## config.mk

```make
export PLATFORM = sky130hd
export DESIGN_NAME = stop_and_wait_arq_sender_top
export DESIGN_NICKNAME = d
export VERILOG_FILES = /design/src/rtl/core/saw_pkg.sv /design/src/rtl/core/saw_fifo.sv /design/src/rtl/core/saw_core.sv /design/src/rtl/core/stop_and_wait_arq_sender_top.sv
export SDC_FILE = /design/constraint.sdc
export NUM_CORES = 1
export LEC_CHECK = 0
export BUFFER_PORTS_ARGS = -buffer_cell sky130_fd_sc_hd__buf_2
export CAP_MARGIN = 20
export CORE_AREA = 2 2 210 212
export DETAILED_ROUTE_END_ITERATION = 8
export DIE_AREA = 0 0 212 214
export GPL_TIMING_DRIVEN = 0
export PLACE_DENSITY = 0.66
export SLEW_MARGIN = 20
export SYNTH_ARGS = -nofsm -noshare
export SYNTH_HDL_FRONTEND = slang
export SYNTH_SLANG_ARGS = --single-unit
```

## constraint.sdc

```tcl
create_clock -name clk -period 3.25 [get_ports clk]
set_input_delay 0 -clock clk [delete_from_list [all_inputs] [get_ports clk]]
set_output_delay 0 -clock clk [all_outputs]
set_load 0.05 [all_outputs]
```

## src/rtl/core/saw_pkg.sv

```systemverilog
`timescale 1ns / 1ps
// saw_pkg: shared constants, codes and structs of the stop-and-wait sender
// no dependencies; used by saw_fifo, saw_core and the top level
package saw_pkg;

  localparam int QDEPTH    = 16;
  localparam int REF_W     = 16;
  localparam int SEQ_W     = 16;
  localparam int CNT_W     = 32;
  localparam int RETRY_W   = 8;
  localparam int QPTR_W    = $clog2(QDEPTH);
  localparam int QCNT_W    = $clog2(QDEPTH + 1);
  localparam logic [RETRY_W-1:0] RETRY_MAX = {RETRY_W{1'b1}};

  typedef enum logic [1:0] {
    ST_IDLE    = 2'd0,
    ST_SENDING = 2'd1,
    ST_WAITING = 2'd2
  } saw_state_t;

  typedef enum logic [1:0] {
    ACT_NEW  = 2'd0,
    ACT_DONE = 2'd1,
    ACT_ACK  = 2'd2,
    ACT_NACK = 2'd3
  } saw_action_t;

  typedef struct packed {
    saw_action_t      action;
    logic [REF_W-1:0] packet_ref;
    logic [SEQ_W-1:0] reply_seq;
  } saw_item_t;

  typedef struct packed {
    logic             push;
    logic             pop;
    logic [REF_W-1:0] wdata;
  } saw_fifo_ctl_t;

  typedef struct packed {
    logic [QCNT_W-1:0] count;
    logic [REF_W-1:0]  head;
  } saw_fifo_stat_t;

  typedef struct packed {
    logic               transmit;
    logic [REF_W-1:0]   tx_packet_ref;
    logic [SEQ_W-1:0]   tx_seq;
    logic [RETRY_W-1:0] transmit_count;
    logic [QCNT_W-1:0]  queue_level;
    logic [CNT_W-1:0]   acks_received;
    logic [CNT_W-1:0]   nacks_received;
    saw_state_t         sender_state;
    logic               dropped;
  } saw_result_t;

endpackage

```

## src/rtl/core/saw_fifo.sv

```systemverilog
`timescale 1ns / 1ps
// saw_fifo: pending-packet queue, flop storage with head read
// depends on saw_pkg
module saw_fifo (
  input  logic                    clk,
  input  logic                    rst_n,
  input  saw_pkg::saw_fifo_ctl_t  ctl,
  output saw_pkg::saw_fifo_stat_t stat
);

  logic [saw_pkg::REF_W-1:0]  store_r [saw_pkg::QDEPTH];
  logic [saw_pkg::QPTR_W-1:0] rd_ptr_r, rd_ptr_nxt;
  logic [saw_pkg::QPTR_W-1:0] wr_ptr_r, wr_ptr_nxt;
  logic [saw_pkg::QCNT_W-1:0] count_r, count_nxt;

  localparam logic [saw_pkg::QPTR_W-1:0] PTR_LAST = saw_pkg::QPTR_W'(saw_pkg::QDEPTH - 1);

  always_comb begin
    rd_ptr_nxt = rd_ptr_r;
    wr_ptr_nxt = wr_ptr_r;
    count_nxt  = count_r;
    if (ctl.push) begin
      wr_ptr_nxt = (wr_ptr_r == PTR_LAST) ? '0 : wr_ptr_r + 1'b1;
    end
    if (ctl.pop) begin
      rd_ptr_nxt = (rd_ptr_r == PTR_LAST) ? '0 : rd_ptr_r + 1'b1;
    end
    if (ctl.push && !ctl.pop) begin
      count_nxt = count_r + 1'b1;
    end else if (ctl.pop && !ctl.push) begin
      count_nxt = count_r - 1'b1;
    end
  end

  always_ff @(posedge clk) begin
    if (!rst_n) begin
      rd_ptr_r <= '0;
      wr_ptr_r <= '0;
      count_r  <= '0;
    end else begin
      rd_ptr_r <= rd_ptr_nxt;
      wr_ptr_r <= wr_ptr_nxt;
      count_r  <= count_nxt;
    end
  end

  // storage needs no reset, entries are read only after being written
  always_ff @(posedge clk) begin
    if (ctl.push) begin
      store_r[wr_ptr_r] <= ctl.wdata;
    end
  end

  assign stat.count = count_r;
  assign stat.head  = store_r[rd_ptr_r];

`ifndef SYNTH
  a_no_push_full: assert property (@(posedge clk) disable iff (!rst_n)
    ctl.push |-> (count_r < saw_pkg::QCNT_W'(saw_pkg::QDEPTH)))
    else $error("push into full queue");
  a_no_pop_empty: assert property (@(posedge clk) disable iff (!rst_n)
    ctl.pop |-> (count_r != '0))
    else $error("pop from empty queue");
  a_count_up: assert property (@(posedge clk) disable iff (!rst_n)
    (ctl.push && !ctl.pop) |=> (count_r == $past(count_r) + 1'b1))
    else $error("queue count did not follow push");
`endif

endmodule

```

## src/rtl/core/saw_core.sv

```systemverilog
`timescale 1ns / 1ps
// saw_core: sender state machine, sequence and retry tracking, counters
// depends on saw_pkg; drives the push/pop controls of saw_fifo
module saw_core (
  input  logic                    clk,
  input  logic                    rst_n,
  input  logic                    fire,
  input  saw_pkg::saw_item_t      item,
  input  saw_pkg::saw_fifo_stat_t fstat,
  output saw_pkg::saw_fifo_ctl_t  fctl,
  output saw_pkg::saw_result_t    result
);

  saw_pkg::saw_state_t            state_r, state_nxt;
  logic [saw_pkg::REF_W-1:0]      ref_r, ref_nxt;
  logic [saw_pkg::SEQ_W-1:0]      seq_r, seq_nxt;
  logic [saw_pkg::RETRY_W-1:0]    retry_r, retry_nxt;
  logic [saw_pkg::CNT_W-1:0]      acks_r, acks_nxt;
  logic [saw_pkg::CNT_W-1:0]      nacks_r, nacks_nxt;

  logic                           match;
  logic                           start_new, resend, go_wait, go_idle;
  logic                           ack_hit, nack_hit, push, pop, drop;
  logic [saw_pkg::REF_W-1:0]      new_ref;

  assign match = (state_r != saw_pkg::ST_IDLE) && (item.reply_seq == seq_r);

  // event decode
  always_comb begin
    start_new = 1'b0;
    resend    = 1'b0;
    go_wait   = 1'b0;
    go_idle   = 1'b0;
    ack_hit   = 1'b0;
    nack_hit  = 1'b0;
    push      = 1'b0;
    pop       = 1'b0;
    drop      = 1'b0;
    new_ref   = item.packet_ref;
    if (fire) begin
      unique case (item.action)
        saw_pkg::ACT_NEW: begin
          if (state_r == saw_pkg::ST_IDLE) begin
            start_new = 1'b1;
          end else if (fstat.count < saw_pkg::QCNT_W'(saw_pkg::QDEPTH)) begin
            push = 1'b1;
          end else begin
            drop = 1'b1;
          end
        end
        saw_pkg::ACT_DONE: begin
          go_wait = (state_r == saw_pkg::ST_SENDING);
        end
        saw_pkg::ACT_ACK: begin
          if (match) begin
            ack_hit = 1'b1;
            if (fstat.count == '0) begin
              go_idle = 1'b1;
            end else begin
              pop       = 1'b1;
              start_new = 1'b1;
              new_ref   = fstat.head;
            end
          end
        end
        saw_pkg::ACT_NACK: begin
          if (match) begin
            nack_hit = 1'b1;
            resend   = 1'b1;
          end
        end
      endcase
    end
  end

  // next state
  always_comb begin
    state_nxt = state_r;
    priority if (start_new || resend) begin
      state_nxt = saw_pkg::ST_SENDING;
    end else if (go_idle) begin
      state_nxt = saw_pkg::ST_IDLE;
    end else if (go_wait) begin
      state_nxt = saw_pkg::ST_WAITING;
    end
  end

  // datapath next values and result
  always_comb begin
    ref_nxt   = start_new ? new_ref : ref_r;
    seq_nxt   = start_new ? seq_r + 1'b1 : seq_r;
    acks_nxt  = ack_hit ? acks_r + 1'b1 : acks_r;
    nacks_nxt = nack_hit ? nacks_r + 1'b1 : nacks_r;
    priority if (start_new) begin
      retry_nxt = saw_pkg::RETRY_W'(1);
    end else if (resend) begin
      retry_nxt = (retry_r == saw_pkg::RETRY_MAX) ? retry_r : retry_r + 1'b1;
    end else if (ack_hit) begin
      retry_nxt = '0;
    end else begin
      retry_nxt = retry_r;
    end

    fctl.push  = push;
    fctl.pop   = pop;
    fctl.wdata = item.packet_ref;

    result.transmit       = start_new || resend;
    result.tx_packet_ref  = (start_new || resend) ? ref_nxt : '0;
    result.tx_seq         = (start_new || resend) ? seq_nxt : '0;
    result.transmit_count = retry_nxt;
    result.queue_level    = fstat.count;
    result.acks_received  = acks_nxt;
    result.nacks_received = nacks_nxt;
    result.sender_state   = state_nxt;
    result.dropped        = drop;
  end

  always_ff @(posedge clk) begin
    if (!rst_n) begin
      state_r <= saw_pkg::ST_IDLE;
      ref_r   <= '0;
      seq_r   <= '0;
      retry_r <= '0;
      acks_r  <= '0;
      nacks_r <= '0;
    end else begin
      state_r <= state_nxt;
      ref_r   <= ref_nxt;
      seq_r   <= seq_nxt;
      retry_r <= retry_nxt;
      acks_r  <= acks_nxt;
      nacks_r <= nacks_nxt;
    end
  end

`ifndef SYNTH
  a_tx_enters_sending: assert property (@(posedge clk) disable iff (!rst_n)
    (start_new || resend) |=> (state_r == saw_pkg::ST_SENDING))
    else $error("transmit without entering sending");
  a_drop_only_full: assert property (@(posedge clk) disable iff (!rst_n)
    drop |-> (fstat.count == saw_pkg::QCNT_W'(saw_pkg::QDEPTH)))
    else $error("packet dropped with room in queue");
  a_idle_no_pop: assert property (@(posedge clk) disable iff (!rst_n)
    (state_r == saw_pkg::ST_IDLE) |-> !pop && !resend)
    else $error("queue pop or resend while idle");
`endif

endmodule

```

## src/rtl/core/stop_and_wait_arq_sender_top.sv

```systemverilog
`timescale 1ns / 1ps
// stop_and_wait_arq_sender_top: input register, sender core, result register
// depends on saw_pkg, saw_fifo and saw_core
//
// usage
//   input channel: in_valid / in_stall carry one event word per handshake
//     (in_action: new packet, transmit done, ack, nack; in_packet_ref for
//     a new packet; in_reply_seq for an ack or nack)
//   result channel: out_valid / out_stall return exactly one result word
//     per event, in event order
//   path: an accepted event goes to the input register, its result to the
//     result register; throughput one event per cycle without out_stall,
//     set by the state update between the two registers
//   the pending queue holds 16 packet handles in flops, head read directly
//   reset: synchronous, active low; clears the state machine to idle, the
//     sequence number, retry count, ack/nack counters, queue pointers and
//     both valid flags; queue contents are not cleared
//   stall: while out_stall holds a valid result, the result register and
//     the sender state freeze; one more event is held in the input register
//     and in_stall rises only when that register is also occupied
module stop_and_wait_arq_sender_top (
  input  logic        clk,
  input  logic        rst_n,
  input  logic        in_valid,
  output logic        in_stall,
  input  logic [1:0]  in_action,
  input  logic [15:0] in_packet_ref,
  input  logic [15:0] in_reply_seq,
  output logic        out_valid,
  input  logic        out_stall,
  output logic        out_transmit,
  output logic [15:0] out_tx_packet_ref,
  output logic [15:0] out_tx_seq,
  output logic [7:0]  out_transmit_count,
  output logic [4:0]  out_queue_level,
  output logic [31:0] out_acks_received,
  output logic [31:0] out_nacks_received,
  output logic [1:0]  out_sender_state,
  output logic        out_dropped
);

  saw_pkg::saw_item_t      item_r;
  logic                    item_valid_r;
  saw_pkg::saw_result_t    res_r;
  saw_pkg::saw_result_t    res_nxt;
  logic                    out_valid_r;
  saw_pkg::saw_fifo_ctl_t  fctl;
  saw_pkg::saw_fifo_stat_t fstat;

  logic advance;   // result register can take a new word
  logic fire;      // held event is processed this cycle
  logic in_take;

  assign advance  = !out_valid_r || !out_stall;
  assign fire     = item_valid_r && advance;
  assign in_stall = item_valid_r && !advance;
  assign in_take  = in_valid && !in_stall;

  // input register
  always_ff @(posedge clk) begin
    if (!rst_n) begin
      item_valid_r <= 1'b0;
    end else if (in_take) begin
      item_valid_r <= 1'b1;
    end else if (fire) begin
      item_valid_r <= 1'b0;
    end
  end

  always_ff @(posedge clk) begin
    if (in_take) begin
      item_r.action     <= saw_pkg::saw_action_t'(in_action);
      item_r.packet_ref <= in_packet_ref;
      item_r.reply_seq  <= in_reply_seq;
    end
  end

  saw_fifo u_fifo (
    .clk   (clk),
    .rst_n (rst_n),
    .ctl   (fctl),
    .stat  (fstat)
  );

  saw_core u_core (
    .clk    (clk),
    .rst_n  (rst_n),
    .fire   (fire),
    .item   (item_r),
    .fstat  (fstat),
    .fctl   (fctl),
    .result (res_nxt)
  );

  // result register
  always_ff @(posedge clk) begin
    if (!rst_n) begin
      out_valid_r <= 1'b0;
    end else if (advance) begin
      out_valid_r <= item_valid_r;
    end
  end

  always_ff @(posedge clk) begin
    if (fire) begin
      res_r <= res_nxt;
    end
  end

  assign out_valid          = out_valid_r;
  assign out_transmit       = res_r.transmit;
  assign out_tx_packet_ref  = res_r.tx_packet_ref;
  assign out_tx_seq         = res_r.tx_seq;
  assign out_transmit_count = res_r.transmit_count;
  assign out_queue_level    = res_r.queue_level;
  assign out_acks_received  = res_r.acks_received;
  assign out_nacks_received = res_r.nacks_received;
  assign out_sender_state   = res_r.sender_state;
  assign out_dropped        = res_r.dropped;

`ifndef SYNTH
  a_fire_loads_out: assert property (@(posedge clk) disable iff (!rst_n)
    fire |=> out_valid_r)
    else $error("processed event did not reach result register");
  a_stall_holds_item: assert property (@(posedge clk) disable iff (!rst_n)
    in_stall |=> item_valid_r && $stable(item_r))
    else $error("held event lost while stalled");
  a_tx_state: assert property (@(posedge clk) disable iff (!rst_n)
    (out_valid_r && res_r.transmit) |-> (res_r.sender_state == saw_pkg::ST_SENDING))
    else $error("transmit reported outside sending state");
`endif

endmodule
```

==> Word-level counts from Yosys, hierarchy flattened <==
Memories as Yosys holds them, arrays and structs flattened. A register that Yosys moved wholly into a read port is not among the register bits.
Cells that the tools add are included.
{ "classes": {"addsub": 8, "n_lt_le_gt_ge": 1, "eq_ne": 8, "muxes": 48, "n_bitwise": 1, "reduce_logical": 21} }
{ "ops": {"columns": ["operator", "count"], "rows": [
  ["2-to-1 mux 16 bit", 6],
  ["adder 32 x 1 -> 32 bit (second input constant)", 2],
  ["2-to-1 mux 32 bit", 2],
  ["2-to-1 mux 8 bit", 4],
  ["2-to-1 mux 1 bit", 26],
  ["adder 16 x 1 -> 16 bit (second input constant)", 1],
  ["equality test 16 bit", 1],
  ["2-to-1 mux 4 bit", 4],
  ["2-to-1 mux 5 bit", 2],
  ["adder 4 x 1 -> 4 bit (second input constant)", 2],
  ["adder 8 x 1 -> 8 bit (second input constant)", 1],
  ["equality test 4 bit (second input constant)", 2],
  ["equality test 8 bit (second input constant)", 1],
  ["logical AND 1 bit", 6],
  ["zero test 1 bit", 6],
  ["2-to-1 mux 2 bit", 3],
  ["nonzero test 2 bit", 3],
  ["adder 5 x 1 -> 5 bit (second input constant)", 1],
  ["zero test 5 bit", 1],
  ["less-than comparator 5 bit (second input constant)", 1],
  ["subtractor 5 x 1 -> 5 bit (second input constant)", 1],
  ["equality test 2 x 1 -> 1 bit (second input constant)", 2],
  ["equality test 2 bit (second input constant)", 2],
  ["zero test 2 bit", 2],
  ["other kinds (4)", 5]
]} }
{ "word_totals": {"ff_bits": 268, "ramBits": 256, "output_inout_bits": 115, "wordCells": 111, "n_memories": 1} }
{ "mem_list": {"columns": ["name", "words", "word_bits", "read_ports", "rd_clocked_by_memory_dff", "write_ports", "line_no", "source"], "rows": [
  ["u_fifo.store_r", 16, 16, 1, 1, 1, "saw_fifo.sv:11", "logic [saw_pkg::REF_W-1:0] store_r [saw_pkg::QDEPTH];"]
]} }

==> Logic depth before layout (Yosys ltp) <==
Gate-level depths: netlist of the first run.
{ "depth": {"word_depth": 9, "depth_mapped": 15} }

==> By module <==
A second synthesis of the first run with hierarchy kept.
{ "hier_totals": {"hier_cells": 1534, "area_unflattened_um2": 21819.7} }
{ "modules_own_cells": {"columns": ["module", "instances", "cells_each", "area_each_um2", "seq_area_each_um2"], "rows": [
  ["saw_fifo", 1, 502, 10533.9, 8027.7],
  ["saw_core", 1, 877, 6787.8, 2122.0],
  ["stop_and_wait_arq_sender_top", 1, 155, 4498.1, 4454.3]
]} }

==> Worst setup path after synthesis of the first run <==
OpenSTA, ideal clock, no wires.
{ "synth_timing": {"path_type": "register to register", "start": "register out_valid_r, in the netlist out_valid", "end": "register res_r (netlist bit out_acks_received[0]), enable pin", "setup_ps": 466, "t_arrival_ps": 2931, "path_slack_ps": -148, "path_stages_with_launch": 3, "n_path_buf": 0, "period_less_slack_ps": 3398, "path_cell_list": "dfxtp_1 a21bo_2 inv_1"} }
{ "synth_between": {"elab_chain_len": 3} }
{ "synth_lines": {"columns": ["element", "line_no", "source"], "rows": [
  ["from (decl)", "stop_and_wait_arq_sender_top.sv:46", "logic out_valid_r;"],
  ["from (signal assigned)", "stop_and_wait_arq_sender_top.sv:100", "out_valid_r <= item_valid_r;"],
  ["zero test 1 bit", "stop_and_wait_arq_sender_top.sv:54", "assign advance = !out_valid_r || !out_stall;"],
  ["logical OR 1 bit", "stop_and_wait_arq_sender_top.sv:54", null],
  ["logical AND 1 bit", "stop_and_wait_arq_sender_top.sv:55", "assign fire = item_valid_r && advance;"],
  ["named net fire", "stop_and_wait_arq_sender_top.sv:51", "logic fire;"],
  ["to (signal assigned)", "stop_and_wait_arq_sender_top.sv:106", "res_r <= res_nxt;"],
  ["to (decl)", "stop_and_wait_arq_sender_top.sv:44", "saw_pkg::saw_result_t res_r;"]
]} }
The timed path passes the listed nets, and every way through them passes these cells.
A chain may end at the register's enable or synchronous reset.

==> results.txt, run 1 <==
Final ANT Viol Nets -> 0
Yosys cell types -> 62
Lkg Pwr -> 8.83 nW
clock transition at the registers of the reported paths -> 0.06 ns
pwr dens -> 560 nW/um^2
Slew HR -> 0.383
clock sink count -> 528
synth cell count leaders -> 403 x edfxtp_1, 125 x dfxtp_1, 122 x nand2_1, 69 x a21oi_1, 64 x mux4_2
maxcap violations -> 0
routability cong. -> 0.865
DP Wirelength -> 34.9 mm
post-synthesis async set-or-reset flop share -> 0
cell accounting for the most synthesized area -> edfxtp_1
final worst-path cycle share -> 0.968
final net count -> 1795
Synthesized Nets -> 1524
routed via count -> 13500
crit path max fanout -> 10
most common cell in the netlist -> edfxtp_1
final setup vio count -> 0
Mapped Cells -> 1472
share of the synthesized area in the top cell type -> 0.567
global route overflow -> 0
Psw -> 0.00310 W
Least-Margin Pin Slew -> 0.925 ns
final WL -> 51.7 mm
CP Data Arrival Time -> 3.47 ns
power share of the clock group -> 0.439
# DRC -> 0
vias per inst -> 5.70
critical path endpoint category -> flip-flop
# rows -> 76
drt pass-1 iters -> 5
max-slew violations -> 0
Net Sw Frac -> 0.217
Max clock buf depth -> 3
first-pass GRT wire length -> 76.5 mm
WP data required -> 3.57 ns
CTS tree -> built
Horiz. Die Dim -> 212 um
min-delay worst type -> input port to flip-flop
post-layout util -> 0.594
setup_tns -> 0 ns
RSZ-0062 raised after global routing -> no
Root Buffer -> clkbuf_16
synth warn -> 0
maximum vdd drop -> 0.000455 V
Core Region -> 42900 um^2
Die Y -> 214 um
Internal -> 0.0112 W
Setup CP Type -> flip-flop to flip-flop
placed inst area -> 23200 um^2
Met2 Routed Length -> 25.2 mm
pre-CTS setup slack -> -0.513 ns
fin area -> 25500 um^2
EDFF count, synth -> 403
clk_lat worst skew -> 0.60 ns
Reg power frac -> 0.521
port bufs -> 151
share of cells above drive strength 1 -> 0.216
combinational power share -> 0.040
crit path launch type -> flip-flop
largest net degree at the start of global routing -> 33
Max Fclk -> 318 MHz
vias in the first global route -> 13100
outcome -> finished clean
Post-Syn Area per Cell -> 14.5 um^2
Tot GR Track Use -> 0.226
total CTS buffers -> 54
cells taking the most area after synthesis -> edfxtp_1 57%, dfxtp_1 12%, mux4_2 6.8%
Mapped Area -> 21300 um^2
die area -> 45400 um^2
initial antenna violation count -> 0
WL per Instance -> 21.8 um
CTS HTree Levels -> 2
met1 WL -> 21.5 mm
main flop type after synthesis -> edfxtp_1
Final min period -> 3.15 ns
Hold Fails Final Rpt -> 0
ant diodes -> 0
Ports -> 153
Area Growth Syn to Fin -> 19.4%
Detailed Route Iter0 Violations -> 1298
sequential cell area fraction in the yosys report -> 0.684
Initial Utilization -> 0.498
setup ws final -> 0.104 ns
Yosys reg bits -> 528
clk_skew -> 0.0131 ns
top sig layer -> met4
Met3 Wirelength -> 3.31 mm
==> through the flow <==
stage          hold WS (ns)  cells  power (W)
3_5_place_dp          0.178   2227    0.00812
3_3_place_gp          0.177   2208    0.00810
5_1_grt              0.0844   2371     0.0147
2_1_floorplan        0.0989   1472    0.00792
4_1_cts              0.0707   2365     0.0144
6_report              0.101   2371     0.0143
==> layout by cell type (no fill, tap or decap), drive strengths merged, types with 5 or more instances in the layout <==
cell	netlist	final
a211oi	14	14
a21oi	69	69
a22oi	33	33
a31oi	12	12
and2	36	36
and3	36	36
buf	25	203
bufinv	0	7
clkbuf	48	116
clkinv	0	18
dfxtp	125	125
dlygate4sd3	0	38
edfxtp	403	403
ha	13	13
inv	26	28
mux2i	38	38
mux4	64	64
nand2	123	123
nand2b	33	33
nand3	49	49
nand4	31	31
nor2	52	52
nor3	33	33
nor4	26	26
o21a	5	5
o21ai	35	35
o31ai	5	5
or3	20	20
or4	5	5
xnor2	40	40
xor2	40	40
==> worst paths after layout <==
path                                                 start                         endpoint  slack [ns]  cells after the start
worst min-delay path                      in_packet_ref[7]             item_r[23]$_DFFE_PP_        0.10                      2
worst max register to register  u_core.seq_r[7]$_SDFF_PN0_  out_transmit_count[7]$_DFFE_PP_        0.10                      8
worst max-delay path            u_core.seq_r[7]$_SDFF_PN0_  out_transmit_count[7]$_DFFE_PP_        0.10                      8
worst min register to register  u_core.ref_r[9]$_SDFF_PN0_       u_core.ref_r[9]$_SDFF_PN0_        0.47                      2
==> power by group through the flow <==
stage	Clock (W)	Combinational [W]	Sequential (W)
floorplan	0	0.000120	0.00780
global placement	0	0.000515	0.00759
detailed placement	0	0.000538	0.00758
CTS	0.00636	0.000577	0.00744
global route	0.00660	0.000603	0.00745
finish	0.00626	0.000575	0.00744
==> area by class of cell <==
type	count	area, um^2
Buffer	72	300
Clock buffer	69	1440
Clock inverter	30	345
Fill cell	3287	17400
Inverter	26	101
Multi-Input combinational cell	845	6480
Sequential cell	528	14600
Tap cell	585	732
Timing Repair Buffer	216	1480
==> metal layers <==
metal | up-vias | track usage
met5 | - | 0
met3 | 107 | 0.0384
met2 | 525 | 0.370
li1 | 6165 | -
met1 | 6715 | 0.303
met4 | 0 | 0.0866
==> timing repair <==
action,CTS,global route
buffers inserted,2,6
hold buffers,38,0
endpoints found under the setup margin,43,35
pin swaps,2,5
gates resized for setup,5,13
hold endpoints to repair,62,0
==> worst max-delay path, stage by stage, from the launching register on <==
cell	delay (ns)
dfxtp_1	0.48
xor2_1	0.15
nor4_2	0.49
nand3_2	0.32
buf_2	0.34
clkbuf_1	0.36
nor3_1	0.33
mux2i_1	0.30
nor3_1	0.08
==> state kept, by name, summed over array words and instances (netlist names), 16 cells and up, named ones only <==
register            flops
item_r                 34
out_acks_received      32
out_nacks_received     32
out_tx_packet_ref      16
out_tx_seq             16
u_core.acks_r          32
u_core.nacks_r         32
u_core.ref_r           16
u_core.seq_r           16
u_fifo.store_r        256
==> cells by family (layout without fill, tap and decap cells) <==
| family | count (synthesis) | count (layout) | share of synthesized area |
|---|---|---|---|
| and+or+nand+nor | 458 | 458 | 0.114 |
| AOI/OAI and AO/OA | 190 | 190 | 0.0556 |
| xor gates and xnor gates | 80 | 80 | 0.0328 |
| muxes | 103 | 103 | 0.0859 |
| adders and majority gates | 14 | 14 | 0.00856 |
| DFF | 528 | 528 | 0.684 |
| buffers and inverters | 99 | 413 | 0.0187 |
No activity file was read; power rests on OpenSTA's default activity.
==> inputs of run 2 (changes only) <==
Settings changed: ABC_AREA set to 1, BUFFER_PORTS_ARGS -buffer_cell sky130_fd_sc_hd__buf_2 to not set, CORE_AREA 2 2 210 212 to 2 2 218 220, DIE_AREA 0 0 212 214 to 0 0 220 222, DONT_BUFFER_PORTS set to 1, PLACE_DENSITY 0.66 to 0.63.
==> run 2 against run 1 <==
  * Via count rose by 26%
  * Critical endpoint is now out_tx_packet_ref[15]$_SDFFCE_PN0P_
  * Register-to-register slack better by 0.12 ns
  * Clock skew grew 0.010 ns
  * Fmax up 4.1%
  * Synthesized cell count is 55% higher
  * Sequential share of layout area decreased by 2.5 points
  * Utilization is 1.8 points lower
==> results.txt, run 2 <==
WL per Instance -> 21.0 um
final WL -> 64.5 mm
synth warn -> 0
port bufs -> 0
Yosys reg bits -> 528
grt peak-use layer -> met2
Final min period -> 3.02 ns
post-synthesis async set-or-reset flop share -> 0
global route overflow -> 0
clock transition at the registers of the reported paths -> 0.06 ns
maxcap violations -> 0
share of cells above drive strength 1 -> 0.0833
Synthesized Nets -> 2333
clock sink count -> 528
clk_lat worst skew -> 0.63 ns
crit path launch type -> flip-flop
Mapped Area -> 23000 um^2
Ports -> 153
die area -> 48800 um^2
share of the synthesized area in the top cell type -> 0.527
met3 Use GR -> 0.0583
Core Region -> 46300 um^2
# DRC -> 0
routability cong. -> 0.940
Power, Total -> 0.0144 W
M1 GR Usage -> 0.388
cell accounting for the most synthesized area -> edfxtp_1
Yosys cell types -> 42
sequential cell area fraction in the yosys report -> 0.636
commonest non-fill, non-tap cell in the layout -> nand2_1
Worst R2R Path Depth -> 11
ant diodes -> 0
reg2reg setup slack -> 0.23 ns
Root Buffer -> clkbuf_16
crit path max fanout -> 10
largest net degree at the start of global routing -> 62
Detailed Route Iter0 Violations -> 1783
Area Growth Syn to Fin -> 16.1%
final net count -> 2481
Post-Syn Area per Cell -> 10.1 um^2
Hold Fails Final Rpt -> 0
Fill cells -> 3938
non-filler instance count after layout -> 3079
critical path endpoint category -> flip-flop
final worst-path cycle share -> 0.929
Slew HR -> 0.350
CTS HTree Levels -> 2
first-pass GRT wire length -> 97.8 mm
max-slew violations -> 0
Largest register FFs -> 256
Least-Margin Pin Slew -> 0.972 ns
Die Y -> 222 um
total CTS buffers -> 54
maximum vdd drop -> 0.000468 V
DP Wirelength -> 45.2 mm
vias in the first global route -> 16400
final setup vio count -> 0
Final ANT Viol Nets -> 0
CTS tree -> built
largest register by flop count -> u_fifo.store_r
cells taking the most area after synthesis -> edfxtp_1 53%, dfxtp_1 11%, nand2_1 8.7%
drt pass-1 iters -> 5
main flop type after synthesis -> edfxtp_1
routed via count -> 17000
vias per inst -> 5.51
initial antenna violation count -> 1
Lkg Pwr -> 9.99 nW
Max Fclk -> 331 MHz
CP Capture Point -> out_tx_packet_ref[15]$_SDFFCE_PN0P_
DP Cell Count -> 2904
min-delay worst type -> input port to flip-flop
RSZ-0062 raised after global routing -> no
CP Data Arrival Time -> 3.42 ns
# rows -> 79
EDFF count, synth -> 403
WP data required -> 3.65 ns
Tot GR Track Use -> 0.267
Max clock buf depth -> 3
Horiz. Die Dim -> 220 um
met2 usage -> 0.404
clk_skew -> 0.0234 ns
Mapped Cells -> 2281
outcome -> finished clean
Setup CP Type -> flip-flop to flip-flop
Initial Utilization -> 0.496
synth cell count leaders -> 529 x nand2_1, 403 x edfxtp_1, 256 x inv_1, 179 x nor2_1, 173 x nand3_1
commonest cells after routing, fill and taps aside -> 529 x nand2_1, 403 x edfxtp_1, 254 x inv_1, 173 x nand3_1, 164 x nor2_1
pwr dens -> 539 nW/um^2
most common cell in the netlist -> nand2_1
biggest regs -> u_fifo.store_r: 256 flops, item_r: 34 flops
r2r endpoint -> out_tx_packet_ref[15]$_SDFFCE_PN0P_
-- run 2: cell types whose count changed in the layout (fill, tap and decap cells not counted), sizes merged, moves of 38 or more --
cell | previous run | this run
mux2i | 38 | 0
mux4 | 64 | 0
nor2 | 52 | 189
inv | 28 | 270
nand2 | 123 | 538
o21ai | 35 | 74
nand3 | 49 | 175
buf | 203 | 75
o211ai | 1 | 75
a21oi | 69 | 151
-- run 2: logic make-up (layout without fill, tap and decap cells) --
family | count (synthesis) | in the layout | share of synthesized area
buf+inv | 359 | 550 | 0.0633
xor+xnor | 68 | 68 | 0.0268
simple gates | 1006 | 1006 | 0.190
flops | 528 | 528 | 0.636
fa+ha+maj | 14 | 14 | 0.00796
compound gates | 306 | 306 | 0.0763
-- run 2: metal layers --
metal	vias to the layer above	share of wire
li1	8018	-
met1	8090	0.44
met2	737	0.45
met3	112	0.093
met4	2	0.025
met5	-	0.00015
-- run 2: worst min-delay path by stage --
stage	depth (start not counted)	startpoint	slack (ns)	to
after floorplan	0	in_reply_seq[0]	0.1	item_r[0]$_DFFE_PP_
after global placement	0	in_packet_ref[0]	0.1	item_r[16]$_DFFE_PP_
after detailed placement	0	in_packet_ref[8]	0.1	item_r[24]$_DFFE_PP_
after CTS	1	in_reply_seq[14]	0.003	item_r[14]$_DFFE_PP_
after global routing	1	in_reply_seq[14]	0.01	item_r[14]$_DFFE_PP_
final	1	in_reply_seq[14]	0.03	item_r[14]$_DFFE_PP_
-- run 2: stage by stage --
stage | hold WS [ns] | cell area, um^2 | TNS, ns | setup WS [ns] | util
final | 0.0267 | 26700 | 0 | 0.229 | 0.576
after global placement | 0.0989 | 23700 | -93.71 | -1.31 | 0.513
after global routing | 0.0110 | 26700 | 0 | 0.0195 | 0.576
after CTS | 0.00305 | 26600 | 0 | 0.163 | 0.575
after floorplan | 0.0989 | 23000 | 0 | 0.0577 | -
after detailed placement | 0.0989 | 24000 | -1.25 | -0.533 | 0.518
-- run 2: power breakdown --
part | switching (W) | internal (W) | total [W]
registers | 0.000256 | 0.00734 | 0.00760
logic | 0.000195 | 0.000123 | 0.000318
clock network | 0.00266 | 0.00378 | 0.00645
total | 0.00311 | 0.0112 | 0.0144
-- run 2: area by class of cell --
| class | instances | area, um^2 | area share |
|---|---|---|---|
| clock inverters | 28 | 367 | 0.0138 |
| plain buffers | 90 | 465 | 0.0175 |
| repair buffers | 93 | 1020 | 0.0383 |
| inverters | 268 | 1010 | 0.0377 |
| clock buffers | 71 | 1490 | 0.0557 |
| well taps | 607 | 759 | 0.0285 |
| multi-input cells | 1394 | 6950 | 0.261 |
| flip-flops and latches | 528 | 14600 | 0.548 |
-- run 2: timing repair --
action / 4_1_cts / 5_1_grt
endpoints found under the setup margin: 4 / 2
pin swaps: 0 / 1
cloned: 2 / 0
gates resized for setup: 2 / 3
hold buffers: 69 / 0
buffers inserted: 0 / 6
endpoints found under the hold margin: 118 / 0
-- run 2: critical path, cell delays in order, from the launching register on --
cell	delay, ns
dfxtp_1	0.31
buf_2	0.29
buf_2	0.34
clkbuf_1	0.68
o211ai_1	0.21
nand3_1	0.22
nand3_1	0.09
nand2_1	0.10
nand3_1	0.09
nand3_1	0.10
nand2_1	0.07
nor2_1	0.28
